### src/hw/rtl/bem_pkg.sv
// Byte entropy meter: shared widths, item types, controller states and
// datapath command/status structs. No dependencies.
`timescale 1ns / 1ps
`default_nettype none
package bem_pkg;

    localparam int COUNT_WIDTH = 32;
    localparam int FRAC_BITS   = 16;

    localparam int SUM_W   = COUNT_WIDTH + 8;
    localparam int EXP_W   = $clog2(SUM_W);
    localparam int LOG_W   = EXP_W + FRAC_BITS;
    localparam int PROD_W  = COUNT_WIDTH + LOG_W;
    localparam int QSUM_W  = LOG_W + 8;
    localparam int DIV_W   = QSUM_W + FRAC_BITS;
    localparam int DCNT_W  = $clog2(DIV_W + 1);
    localparam int LB_W    = 16 + FRAC_BITS - 8;
    localparam int ENT_W   = 24;
    localparam int DIST_W  = 9;
    localparam int TOT_W   = 32;

    localparam logic OP_COUNT  = 1'b0;
    localparam logic OP_FINISH = 1'b1;

    localparam logic REG_COUNT_NP  = 1'b0;
    localparam logic REG_LOG_BASE  = 1'b1;

    typedef struct packed {
        logic       op;
        logic [7:0] data_byte;
    } t_in_item;

    typedef struct packed {
        logic [ENT_W-1:0]  entropy_q;
        logic [DIST_W-1:0] distinct_count;
        logic [TOT_W-1:0]  total_count;
    } t_out_item;

    typedef enum logic [3:0] {
        S_IDLE, S_DRAIN, S_START, S_LOGT, S_RD, S_CHKBIN, S_LOGC, S_MUL,
        S_DIVB, S_BASE, S_LOGB, S_CHKB, S_DIVH, S_ZERO, S_OUT
    } t_state;

    typedef enum logic [1:0] {
        LOG_SRC_SUM, LOG_SRC_BIN, LOG_SRC_DIST
    } t_log_src;

    typedef enum logic [1:0] {
        ENT_ZERO, ENT_H2, ENT_DIV
    } t_ent_src;

    typedef struct packed {
        logic     walk_init;
        logic     log_start;
        t_log_src log_src;
        logic     save_lt;
        logic     rd_bin;
        logic     bin_next;
        logic     mul;
        logic     div_bin;
        logic     div_h;
        logic     acc;
        logic     lb_load;
        logic     ent_load;
        t_ent_src ent_src;
        logic     clear_hist;
    } t_dp_cmd;

    typedef struct packed {
        logic log_done;
        logic div_done;
        logic sum_zero;
        logic bin_valid;
        logic bin_last;
        logic base_zero;
        logic lb_zero;
        logic lb_unit;
    } t_dp_stat;

endpackage
`default_nettype wire

### src/hw/rtl/bem_ctrl.sv
// Controller: sequences the finish walk over the 256 bins and the base division.
// Depends on bem_pkg.
`timescale 1ns / 1ps
`default_nettype none
module bem_ctrl
    import bem_pkg::*;
(
    input  wire logic     i_clk,
    input  wire logic     i_rst_n,
    input  wire logic     i_fin_acc,
    input  wire logic     i_out_free,
    input  wire t_dp_stat i_stat,
    output t_dp_cmd       o_cmd,
    output logic          o_in_ready,
    output logic          o_out_load
);
    t_state r_state;
    t_state n_state;

    always_ff @(posedge i_clk) begin
        if (!i_rst_n) begin
            r_state <= S_IDLE;
        end else begin
            r_state <= n_state;
        end
    end

    always_comb begin
        n_state = r_state;
        case (r_state)
            S_IDLE:   if (i_fin_acc) n_state = S_DRAIN;
            S_DRAIN:  n_state = S_START;
            S_START:  n_state = i_stat.sum_zero ? S_ZERO : S_LOGT;
            S_LOGT:   if (i_stat.log_done) n_state = S_RD;
            S_RD:     n_state = S_CHKBIN;
            S_CHKBIN: begin
                if (i_stat.bin_valid) n_state = S_LOGC;
                else if (i_stat.bin_last) n_state = S_BASE;
                else n_state = S_RD;
            end
            S_LOGC:   if (i_stat.log_done) n_state = S_MUL;
            S_MUL:    n_state = S_DIVB;
            S_DIVB:   if (i_stat.div_done) n_state = i_stat.bin_last ? S_BASE : S_RD;
            S_BASE:   n_state = i_stat.base_zero ? S_LOGB : S_CHKB;
            S_LOGB:   if (i_stat.log_done) n_state = S_CHKB;
            S_CHKB: begin
                if (i_stat.lb_zero || i_stat.lb_unit) n_state = S_OUT;
                else n_state = S_DIVH;
            end
            S_DIVH:   if (i_stat.div_done) n_state = S_OUT;
            S_ZERO:   n_state = S_OUT;
            S_OUT:    if (i_out_free) n_state = S_IDLE;
            default:  n_state = S_IDLE;
        endcase
    end

    always_comb begin
        o_cmd      = '0;
        o_in_ready = 1'b0;
        o_out_load = 1'b0;
        case (r_state)
            S_IDLE:   o_in_ready = 1'b1;
            S_START: begin
                o_cmd.walk_init = 1'b1;
                o_cmd.log_src   = LOG_SRC_SUM;
                o_cmd.log_start = !i_stat.sum_zero;
            end
            S_LOGT:   o_cmd.save_lt = i_stat.log_done;
            S_RD:     o_cmd.rd_bin = 1'b1;
            S_CHKBIN: begin
                o_cmd.log_src   = LOG_SRC_BIN;
                o_cmd.log_start = i_stat.bin_valid;
                o_cmd.bin_next  = !i_stat.bin_valid && !i_stat.bin_last;
            end
            S_LOGC:   o_cmd.mul = i_stat.log_done;
            S_MUL:    o_cmd.div_bin = 1'b1;
            S_DIVB: begin
                o_cmd.acc      = i_stat.div_done;
                o_cmd.bin_next = i_stat.div_done && !i_stat.bin_last;
            end
            S_BASE: begin
                o_cmd.log_src   = LOG_SRC_DIST;
                o_cmd.log_start = i_stat.base_zero;
                o_cmd.lb_load   = !i_stat.base_zero;
            end
            S_LOGB: begin
                o_cmd.log_src = LOG_SRC_DIST;
                o_cmd.lb_load = i_stat.log_done;
            end
            S_CHKB: begin
                o_cmd.div_h    = !i_stat.lb_zero && !i_stat.lb_unit;
                o_cmd.ent_load = i_stat.lb_zero || i_stat.lb_unit;
                o_cmd.ent_src  = i_stat.lb_zero ? ENT_ZERO : ENT_H2;
            end
            S_DIVH: begin
                o_cmd.ent_load = i_stat.div_done;
                o_cmd.ent_src  = ENT_DIV;
            end
            S_ZERO: begin
                o_cmd.ent_load = 1'b1;
                o_cmd.ent_src  = ENT_ZERO;
            end
            S_OUT: begin
                o_out_load       = i_out_free;
                o_cmd.clear_hist = i_out_free;
            end
            default: o_cmd = '0;
        endcase
    end
endmodule
`default_nettype wire

### config.mk
export PLATFORM = sky130hd
export DESIGN_NAME = bem_ctrl
export DESIGN_NICKNAME = d
export VERILOG_FILES = /design/src/hw/rtl/bem_pkg.sv /design/src/hw/rtl/bem_ctrl.sv
export SDC_FILE = /design/constraint.sdc
export NUM_CORES = 1
export LEC_CHECK = 0
export ABC_CLOCK_PERIOD_IN_PS = 1200
export BUFFER_PORTS_ARGS = -buffer_cell sky130_fd_sc_hd__clkbuf_2
export CAP_MARGIN = 40
export CORE_MARGIN = 2
export CORE_UTILIZATION = 25
export CTS_CLUSTER_SIZE = 40
export DETAILED_ROUTE_END_ITERATION = 7
export SLEW_MARGIN = 20
export SYNTH_ARGS = -nofsm -noshare
export SYNTH_HDL_FRONTEND = slang
export SYNTH_SLANG_ARGS = --single-unit
export TNS_END_PERCENT = 50
### constraint.sdc
create_clock -name i_clk -period 1.2 [get_ports i_clk]
set_input_delay 0.18 -clock i_clk [delete_from_list [all_inputs] [get_ports i_clk]]
set_output_delay 0.18 -clock i_clk [all_outputs]
set_load 0.1 [all_outputs]
==> results.sh, run 1 <==
export IMPL_result_of_the_run="finished, violations left"
export IMPL_failed_checks="negative setup slack"
export IMPL_finalHoldViolCount=0
export IMPL_io_pins=30
export IMPL_maximum_clock_path_buffer_count=2
export IMPL_synth_area_top_cells="dfxtp_1 (13%), nor3_1 (7.2%), buf_2 (5.6%), nor2_1 (5.4%), a32o_1 (4.8%)"
export IMPL_synth_async_reset_ratio_pct=0
export IMPL_die_height_um=53.88
export IMPL_route_vias_total=976
export IMPL_sequential_area_share_after_synthesis_pct=12.88
export IMPL_placedInstanceArea_um2=1423
export IMPL_maxUsedRoutingLayer="met4"
export IMPL_routed_wire_length_per_instance_um=14.79
export IMPL_die_width_um=53.88
export IMPL_timing_setup_critical_path_class="reg -> out"
export IMPL_antenna_diode_count=0
export IMPL_final_antenna_net_count=0
export IMPL_synthesized_netlist_net_count=104
export IMPL_hold_worst_slack_ns=0.2352
export IMPL_rows=18
export IMPL_finalNetCount=164
export IMPL_p_leak_nw=0.6348
export IMPL_yosys_warnings=0
export IMPL_grt_first_pass_wirelength_mm=4.298
export IMPL_synth_enable_flop_cells=0
export IMPL_tritoncts_num_buffers=3
export IMPL_max_slew_margin_pct=70.41
export IMPL_worstSkewPairLatency_ns=0.24
export IMPL_die_area_um2=2903
export IMPL_synth_top_cells_by_count="nor2_1 (9), nor3_1 (9), buf_2 (7), inv_1 (6)"
export IMPL_port_buffers=29
export IMPL_tritoncts="yes"
export IMPL_initialDrtViolationCount=16
export IMPL_cts_root_buf="clkbuf_4"
export IMPL_area_of_the_core_region_um2=2410
export IMPL_areaGrowthSynthToFinish_pct=157.5
export IMPL_gp_congestion=0.8784
export IMPL_clkSlewWorstSetupHoldPaths_ns=0.04
export IMPL_grt_remaining_overflow=0
export IMPL_cp_required_ns=1.02
export IMPL_met2WireLength_mm=1.452
export IMPL_finalWorstPathRequiredPeriod_ns=1.617
export IMPL_grt_start_max_net_pins=14
export IMPL_fin_worst_skew_ns=0.007327
export IMPL_syn_area_um2=621.8
export IMPL_hpwlAfterDp_mm=2.025
export IMPL_setup_repair_after_global_routing_missed_its_margin="true"
export IMPL_largest_register="r_state"
export IMPL_drive_gt1_share_pct=70.00
export IMPL_worst_setup_path_start_kind="register"
export IMPL_final_critical_path_setup_slack_ns=-0.4174
export IMPL_largest_register_ff_count=4
export IMPL_biggestRegsByFlops="r_state: 4 flops"
export IMPL_finalInstanceArea_um2=1602
export IMPL_post_synth_cell_area_avg_um2=6.759
export IMPL_deepest_level_of_the_cts_h_tree=1
export IMPL_route_met3_wl_um=88
export IMPL_synthesized_flop_and_latch_total=4
export IMPL_final_instance_count_excl_fill=180
export IMPL_initial_utilization_pct=25.80
export IMPL_post_route_utilization_pct=66.46
export IMPL_grt_antenna_before_repair=0
export IMPL_post_route_drc_count=0
export IMPL_tightest_slew_ns=0.4369
export IMPL_power_ir_vdd_worst_mv=1.496
export IMPL_maxCapViolCount=0
export IMPL_postSynthCellCount=92
export IMPL_synth_top_flop_cell="dfxtp_1"
export IMPL_yosys_area_top_type="dfxtp_1"
export IMPL_grtUsageTotal_pct=20.66
export IMPL_critPathCaptureType="output pin"
export IMPL_setup_violations=22
export IMPL_wl_mm=2.662
export IMPL_num_clock_sinks=4
export IMPL_placed_cells=174
export IMPL_grt_pass1_vias=970
export IMPL_final_max_slew_viol_count=0
export IMPL_m1WireLength_mm=1.013
export IMPL_hold_path_class="in -> reg"
export IMPL_netlist_area_leader_share_pct=12.88
export IMPL_max_freq_ghz=0.6183
export IMPL_post_route_period_util_pct=134.8
export IMPL_timing_critical_path_fanout_max=5
export IMPL_firstDrtPassIters=4
export IMPL_via_per_inst=5.422
export IMPL_post_synth_num_cell_types=40
export IMPL_arrival_worst_endpoint_ns=1.44
export IMPL_power_per_cell_area_nw_per_um2=2104
## stage by stage
stage / total power [mW] / setup TNS, ns / worst slack [ns]
2_1_floorplan: 1.862 / -10.81 / -0.8333
3_3_place_gp: 2.744 / -3.479 / -0.2509
3_5_place_dp: 2.788 / -4.104 / -0.3141
4_1_cts: 3.212 / -7.385 / -0.4241
5_1_grt: 3.560 / -8.591 / -0.4763
6_report: 3.370 / -7.273 / -0.4174
## kinds of logic (layout without fill, tap and decap cells)
kind of cell | count (synthesis) | after routing | share of synthesized area (%)
buf+inv | 16 | 74 | 12.88
xor+xnor | 2 | 2 | 2.817
compound gates | 28 | 28 | 32.80
simple gates | 41 | 41 | 37.02
flops | 4 | 4 | 12.88
mux | 1 | 1 | 1.610
## layout by cell type (no fill, tap or decap), types with 2 or more instances in the layout
cell / count
a32o_1: 3
o211ai_1: 3
nand2_1: 2
nand2_2: 2
buf_4: 27
nand3_1: 2
inv_2: 2
buf_12: 19
a21oi_1: 2
nor3_1: 2
nor2_4: 5
clkbuf_4: 3
inv_1: 4
o21ai_0: 5
nor3_4: 7
clkbuf_2: 11
o2111ai_1: 2
nor2_2: 3
buf_6: 8
nor4_4: 2
dfxtp_4: 3
## cell type report
cell class / instances / area, um2
Clock buffer: 3 / 22.52
Fill cell: 173 / 808.3
Inverter: 6 / 22.52
Multi-Input combinational cell: 72 / 698.2
Sequential cell: 4 / 92.59
Tap cell: 30 / 37.54
Timing Repair Buffer: 65 / 728.2
## final timing paths
check,from,end,slack [ns],depth (start not counted)
hold reg to reg,r_state[1],r_state[1],0.61,1
setup reg to reg,r_state[3],r_state[1],-0.29,5
hold / removal,i_rst_n,r_state[0],0.24,3
setup / recovery,r_state[0],o_cmd[4],-0.42,6
## report_power, final
| part | switching (mW) | total (mW) | internal (mW) |
|---|---|---|---|
| Sequential | 0.0996 | 0.306 | 0.207 |
| Clock | 0.0573 | 0.169 | 0.112 |
| Combinational | 1.64 | 2.89 | 1.25 |
| Total | 1.80 | 3.37 | 1.57 |
## metal layers
layer | up-vias | global-route usage (%)
li1 | 465 | -
met3 | 11 | 4.167
met1 | 470 | 21.87
met4 | 0 | 9.402
met5 | - | 0
met2 | 30 | 38.62
## timing repair
item                                    4_1_cts  5_1_grt
hold buffers                                  0        0
buffers inserted                              3        0
pin swaps                                    10       10
endpoints found under the setup margin       22       22
gates resized for setup                      24       14
## critical path: stages (launching register included)
cell and delay [ns]:
dfxtp_4 0.36, buf_6 0.12, buf_6 0.12, nor2b_4 0.14, a21oi_2 0.09, nor2_2 0.16
buf_12 0.20
Power figures use the tool's default switching activity.
==> run 2, diff against run 1 <==
--- a/config.mk
+++ b/config.mk
@@ -5,6 +5,7 @@
 export SDC_FILE = /design/constraint.sdc
 export NUM_CORES = 1
 export LEC_CHECK = 0
+export ABC_AREA = 1
 export ABC_CLOCK_PERIOD_IN_PS = 1200
 export BUFFER_PORTS_ARGS = -buffer_cell sky130_fd_sc_hd__clkbuf_2
 export CAP_MARGIN = 40
==> results.sh, run 2 <==
export IMPL_rows=18
export IMPL_totalNegativeSetupSlack_ns=-6.858
export IMPL_final_critical_path_setup_slack_ns=-0.4424
export IMPL_wl_mm=2.455
export IMPL_drive_gt1_share_pct=60.22
export IMPL_worstPathCellList="inv_4, nor2_4, buf_4, nand2_2, o21ai_4, buf_12"
export IMPL_layout_commonest_cell="nand2_1"
export IMPL_syn_area_um2=619.3
export IMPL_areaGrowthSynthToFinish_pct=144.2
export IMPL_gp_congestion=0.9358
export IMPL_initial_utilization_pct=25.70
export IMPL_timing_critical_path_slowest_cell_delay_ns=0.39
export IMPL_synth_top_cells_by_count="nand2_1 (40), nor2_1 (21), inv_1 (20), nand3_1 (10)"
export IMPL_worst_setup_path_start_kind="register"
export IMPL_firstDrtPassIters=4
export IMPL_port_buffers=29
export IMPL_synthesized_netlist_net_count=135
export IMPL_pre_cts_ws_ns=-0.2479
export IMPL_r2r_worst_path_cells=10
export IMPL_yosys_cell_count_top_type="nand2_1"
export IMPL_maximum_clock_path_buffer_count=2
export IMPL_use_met1_pct=22.24
export IMPL_die_height_um=53.78
export IMPL_maxCapViolCount=0
export IMPL_crit_path_end="o_cmd[4]"
export IMPL_via_per_inst=4.664
export IMPL_largest_register_ff_count=4
export IMPL_hold_worst_slack_ns=0.2052
export IMPL_netlist_area_leader_share_pct=24.24
export IMPL_worst_hold_path_stage_count=3
export IMPL_power_ir_vdd_worst_mv=1.570
export IMPL_critical_path_startpoint="r_state[3]"
export IMPL_largest_register="r_state"
export IMPL_synthesized_flop_and_latch_total=4
export IMPL_hpwlAfterDp_mm=1.766
export IMPL_routed_wire_length_per_instance_um=11.64
export IMPL_sequential_area_share_after_synthesis_pct=12.93
export IMPL_post_route_utilization_pct=62.77
export IMPL_critPathCaptureType="output pin"
export IMPL_num_clock_sinks=4
export IMPL_final_max_slew_viol_count=0
export IMPL_setup_repair_after_global_routing_missed_its_margin="true"
export IMPL_power_per_cell_area_nw_per_um2=2061
export IMPL_max_slew_margin_pct=77.60
export IMPL_route_vias_total=984
export IMPL_grtUsageTotal_pct=18.65
export IMPL_grt_first_pass_wirelength_mm=3.995
export IMPL_grt_antenna_before_repair=0
export IMPL_grt_remaining_overflow=0
export IMPL_grt_start_max_net_pins=7
export IMPL_post_synth_cell_area_avg_um2=5.035
export IMPL_final_antenna_net_count=0
export IMPL_worstSkewPairLatency_ns=0.24
export IMPL_postSynthCellCount=123
export IMPL_finalHoldViolCount=0
export IMPL_rr_startpoint="r_state[3]"
export IMPL_area_of_the_core_region_um2=2410
export IMPL_setup_violations=22
export IMPL_biggestRegsByFlops="r_state: 4 flops"
export IMPL_cp_required_ns=1.02
export IMPL_grt_pass1_vias=953
export IMPL_p_leak_nw=0.7406
export IMPL_synth_enable_flop_cells=0
export IMPL_clkSlewWorstSetupHoldPaths_ns=0.04
export IMPL_worst_path_max_delay_cell="dfxtp_4"
export IMPL_finalWorstPathRequiredPeriod_ns=1.642
export IMPL_yosys_area_top_type="nand2_1"
export IMPL_antenna_diode_count=0
export IMPL_synth_area_top_cells="nand2_1 (24%), dfxtp_1 (13%), nor2_1 (13%), inv_1 (12%), nand3_1 (8.1%)"
export IMPL_timing_critical_path_fanout_max=6
export IMPL_reg2reg_setup_slack_ns=-0.24
export IMPL_post_route_period_util_pct=136.9
export IMPL_die_width_um=53.78
export IMPL_final_fill_count=179
export IMPL_die_area_um2=2892
export IMPL_synth_async_reset_ratio_pct=0
export IMPL_arrival_worst_endpoint_ns=1.46
export IMPL_gr_layer_usage_met3_pct=3.889
export IMPL_yosys_warnings=0
export IMPL_grt_busiest_layer="met2"
export IMPL_max_freq_ghz=0.6089
export IMPL_finalNetCount=194
export IMPL_result_of_the_run="finished, violations left"
export IMPL_hold_path_class="in -> reg"
export IMPL_initialDrtViolationCount=34
export IMPL_synth_top_flop_cell="dfxtp_1"
export IMPL_timing_setup_critical_path_class="reg -> out"
export IMPL_post_route_drc_count=0
export IMPL_grtUsageMet2_pct=31.71
export IMPL_tritoncts="yes"
export IMPL_failed_checks="negative setup slack"
export IMPL_layout_cells_most_common_list="nand2_1 (31), buf_4 (22), buf_12 (18), inv_1 (17), nor2_4 (13)"
export IMPL_fin_worst_skew_ns=0.002800
export IMPL_post_synth_num_cell_types=20
export IMPL_io_pins=30
export IMPL_tightest_slew_ns=0.3356
export IMPL_tritoncts_num_buffers=3
export IMPL_r2r_end="r_state[1]"
export IMPL_deepest_level_of_the_cts_h_tree=1
export IMPL_cts_root_buf="clkbuf_4"
-- run 2: cell count changes in the layout (fill, tap and decap cells not counted), moves of 3 or more --
| cell | previous run | this run |
|---|---|---|
| buf_4 | 27 | 22 |
| nor3_4 | 7 | 1 |
| nor2_4 | 5 | 13 |
| nand3_1 | 2 | 7 |
| nand2_1 | 2 | 31 |
| o21ai_0 | 5 | 1 |
| nand2_2 | 2 | 10 |
| buf_6 | 8 | 5 |
| nand3_2 | 0 | 3 |
| a32o_1 | 3 | 0 |
| nor2_1 | 1 | 8 |
| inv_1 | 4 | 17 |
-- run 2: how the worst min path moves through the flow --
stage | start | to | slack (ns)
6_report | i_rst_n | r_state[0] | 0.21
5_1_grt | i_rst_n | r_state[0] | 0.21
4_1_cts | i_rst_n | r_state[1] | 0.20
3_5_place_dp | i_rst_n | r_state[3] | 0.46
3_3_place_gp | i_rst_n | r_state[1] | 0.45
2_1_floorplan | i_rst_n | r_state[3] | 0.34
-- run 2: timing repair --
item | in CTS | in global routing
pin swaps | 2 | 7
hold buffers | 0 | 0
setup buffers | 5 | 5
endpoints found under the setup margin | 22 | 22
resized for setup | 27 | 18
-- run 2: cell families (layout without fill, tap and decap cells) --
group	after synthesis	in the layout	synth area share, %
AOI/OAI and AO/OA	12	12	12.52
and+or+nand+nor	82	82	57.58
DFF	4	4	12.93
buffers and inverters	25	83	16.97
-- run 2: through the flow --
step / cells / total power, mW / cell area (um2)
after global routing: 211 / 3.298 / 1513
final: 211 / 3.118 / 1513
after global placement: 198 / 2.481 / 1272
after CTS: 207 / 2.920 / 1421
after floorplan: 123 / 1.568 / 703.2
after detailed placement: 198 / 2.509 / 1272
-- run 2: power breakdown --
part           internal (mW)  total (mW)  switching (mW)
Clock                  0.125       0.191          0.0651
Combinational          0.997        2.58            1.58
Sequential             0.216       0.345           0.129
-- run 2: metal layers --
layer  share of wire (%)  wire, um
met3                 2.4        60
met1                  42      1022
met4                 1.1        26
met2                  55      1346
met5                   0         0
-- run 2: area by class of cell --
cell class / instances / area [um2] / share of cell area [%]
Multi-Input combinational cell: 94 / 625.6 / 41.36
Clock buffer: 4 / 26.28 / 1.737
Inverter: 23 / 91.34 / 6.038
Sequential cell: 4 / 95.09 / 6.286
Tap cell: 30 / 37.54 / 2.481
Timing Repair Buffer: 56 / 636.9 / 42.10
-- run 2: worst max-delay path, delay by kind of cell, from the launching register on --
kind                   cells  cell delay, ns
AOI/OAI and AO/OA          1            0.16
buffers and inverters      3            0.40
DFF                        1            0.39
and+or+nand+nor            2            0.27
==> run 3, diff against run 2 <==
--- a/config.mk
+++ b/config.mk
@@ -13,6 +13,7 @@
 export CORE_UTILIZATION = 25
 export CTS_CLUSTER_SIZE = 40
 export DETAILED_ROUTE_END_ITERATION = 7
+export REMOVE_ABC_BUFFERS = 1
 export SLEW_MARGIN = 20
 export SYNTH_ARGS = -nofsm -noshare
 export SYNTH_HDL_FRONTEND = slang
==> results.sh, run 3 (same netlist as run 2, synthesis figures left out) <==
export IMPL_grt_start_max_net_pins=7
export IMPL_port_buffers=29
export IMPL_gp_congestion=0.8774
export IMPL_route_vias_total=1087
export IMPL_worstSkewPairLatency_ns=0.25
export IMPL_placedInstanceArea_um2=1219
export IMPL_totalNegativeSetupSlack_ns=-7.850
export IMPL_failed_checks="negative setup slack"
export IMPL_max_freq_ghz=0.5950
export IMPL_timing_hold_worst_start="i_rst_n"
export IMPL_setup_violations=22
export IMPL_grt_remaining_overflow=0
export IMPL_die_area_um2=2892
export IMPL_power_ir_vdd_worst_mv=2.606
export IMPL_hpwlAfterDp_mm=1.867
export IMPL_largest_register_ff_count=4
export IMPL_p_leak_nw=0.8343
export IMPL_num_clock_sinks=4
export IMPL_die_height_um=53.78
export IMPL_biggestRegsByFlops="r_state: 4 flops"
export IMPL_post_route_drc_count=0
export IMPL_critPathCaptureType="output pin"
export IMPL_maximum_clock_path_buffer_count=2
export IMPL_timing_critical_path_slowest_cell_delay_ns=0.39
export IMPL_m1WireLength_mm=1.036
export IMPL_initialDrtViolationCount=15
export IMPL_via_per_inst=4.853
export IMPL_max_slew_margin_pct=74.93
export IMPL_reg2reg_setup_slack_ns=-0.47
export IMPL_clkSlewWorstSetupHoldPaths_ns=0.04
export IMPL_hold_path_class="in -> reg"
export IMPL_postCtsHoldBufs=0
export IMPL_total_power_mw=3.585
export IMPL_final_antenna_net_count=0
export IMPL_layout_cells_most_common_list="buf_4 (35), nand2_1 (32), buf_12 (18), inv_1 (16)"
export IMPL_deepest_level_of_the_cts_h_tree=1
export IMPL_met2WireLength_mm=1.783
export IMPL_finalInstanceArea_um2=1623
export IMPL_area_of_the_core_region_um2=2410
export IMPL_routed_wire_length_per_instance_um=14.06
export IMPL_final_fill_count=191
export IMPL_final_max_slew_viol_count=0
export IMPL_die_width_um=53.78
export IMPL_firstDrtPassIters=4
export IMPL_cts_root_buf="clkbuf_4"
export IMPL_timing_setup_critical_path_class="reg -> out"
export IMPL_wl_mm=3.150
export IMPL_worstPathCellList="inv_4, nor2_4, buf_4, nand2_2, o211ai_1, buf_12"
export IMPL_grt_antenna_before_repair=0
export IMPL_post_route_period_util_pct=140.1
export IMPL_timing_hold_worst_endpoint="r_state[1]"
export IMPL_drive_gt1_share_pct=64.95
export IMPL_r2r_worst_path_cells=10
export IMPL_arrival_worst_endpoint_ns=1.50
export IMPL_rr_startpoint="r_state[0]"
export IMPL_areaGrowthSynthToFinish_pct=162.0
export IMPL_worst_hold_path_stage_count=3
export IMPL_antenna_diode_count=0
export IMPL_maxUsedRoutingLayer="met4"
export IMPL_grtUsageTotal_pct=20.63
export IMPL_timing_critical_path_fanout_max=6
export IMPL_final_critical_path_setup_slack_ns=-0.4808
export IMPL_route_met3_wl_um=174
export IMPL_largest_register="r_state"
export IMPL_finalHoldViolCount=0
export IMPL_tritoncts="yes"
export IMPL_cp_required_ns=1.02
export IMPL_finalWorstPathRequiredPeriod_ns=1.681
export IMPL_layout_commonest_cell="buf_4"
export IMPL_io_pins=30
export IMPL_initial_utilization_pct=25.70
export IMPL_fin_worst_skew_ns=0.005368
export IMPL_tritoncts_num_buffers=3
export IMPL_maxCapViolCount=0
export IMPL_finalNetCount=208
export IMPL_result_of_the_run="finished, violations left"
export IMPL_worst_path_max_delay_cell="dfxtp_4"
export IMPL_grt_first_pass_wirelength_mm=4.326
export IMPL_rows=18
export IMPL_worst_setup_path_start_kind="register"
export IMPL_tightest_slew_ns=0.3756
export IMPL_setup_repair_after_global_routing_missed_its_margin="true"
export IMPL_power_per_cell_area_nw_per_um2=2209
export IMPL_critical_path_startpoint="r_state[0]"
export IMPL_grt_pass1_vias=1055
export IMPL_r2r_end="r_state[0]"
[run 3: cell count changes in the layout (fill, tap and decap cells not counted), moves of 2 or more]
| cell | change |
|---|---|
| a21oi_1 | -2 |
| nor2_4 | -2 |
| buf_4 | +13 |
| nor2_2 | +2 |
[run 3: critical path: cells and delay by family (launching register included)]
kind	cells	cell delay (ns)
AOI/OAI and AO/OA	1	0.26
buffers and inverters	3	0.42
DFF	1	0.39
and+or+nand+nor	2	0.19
[run 3: stage by stage]
step	std cells	setup WS [ns]	util (%)	hold WS [ns]
finish	224	-0.4808	67.34	0.2298
CTS	219	-0.4088	61.84	0.2132
global placement	202	-0.2838	50.57	0.4624
global route	224	-0.5157	67.34	0.2564
floorplan	121	-3.618	-	0.3506
detailed placement	202	-0.3372	50.57	0.4664
[run 3: worst max-delay path by stage]
stage | to | slack (ns) | cells after the start
after floorplan | o_cmd[0] | -3.62 | 2
after global placement | o_cmd[14] | -0.28 | 5
after detailed placement | o_cmd[14] | -0.34 | 5
after CTS | o_cmd[14] | -0.41 | 5
after global routing | r_state[0] | -0.52 | 10
final | o_cmd[14] | -0.48 | 6
[run 3: cell type report]
class	instances	area, um2	area share (%)
Tap cell	30	37.54	2.313
Sequential cell	4	95.09	5.860
Multi-Input combinational cell	94	625.6	38.55
Inverter	23	96.34	5.937
Clock buffer	3	22.52	1.388
Timing Repair Buffer	70	745.7	45.95
[run 3: where the power goes]
group	leakage (nW)	switching (mW)	internal, mW
registers	0.0356	0.124	0.216
logic	0.785	1.77	1.29
clock network	0.0138	0.0663	0.113
[run 3: repair_timing]
| action | 4_1_cts | 5_1_grt |
|---|---|---|
| gates resized for setup | 49 | 23 |
| setup buffers | 14 | 6 |
| setup endpoints to repair | 22 | 22 |
| pin swaps | 13 | 18 |
[run 3: routing by layer]
layer / track usage [%] / up-vias
li1: - / 518
met1: 19.47 / 502
met2: 38.62 / 48
met3: 4.167 / 19
met4: 15.38 / 0
met5: 0 / -
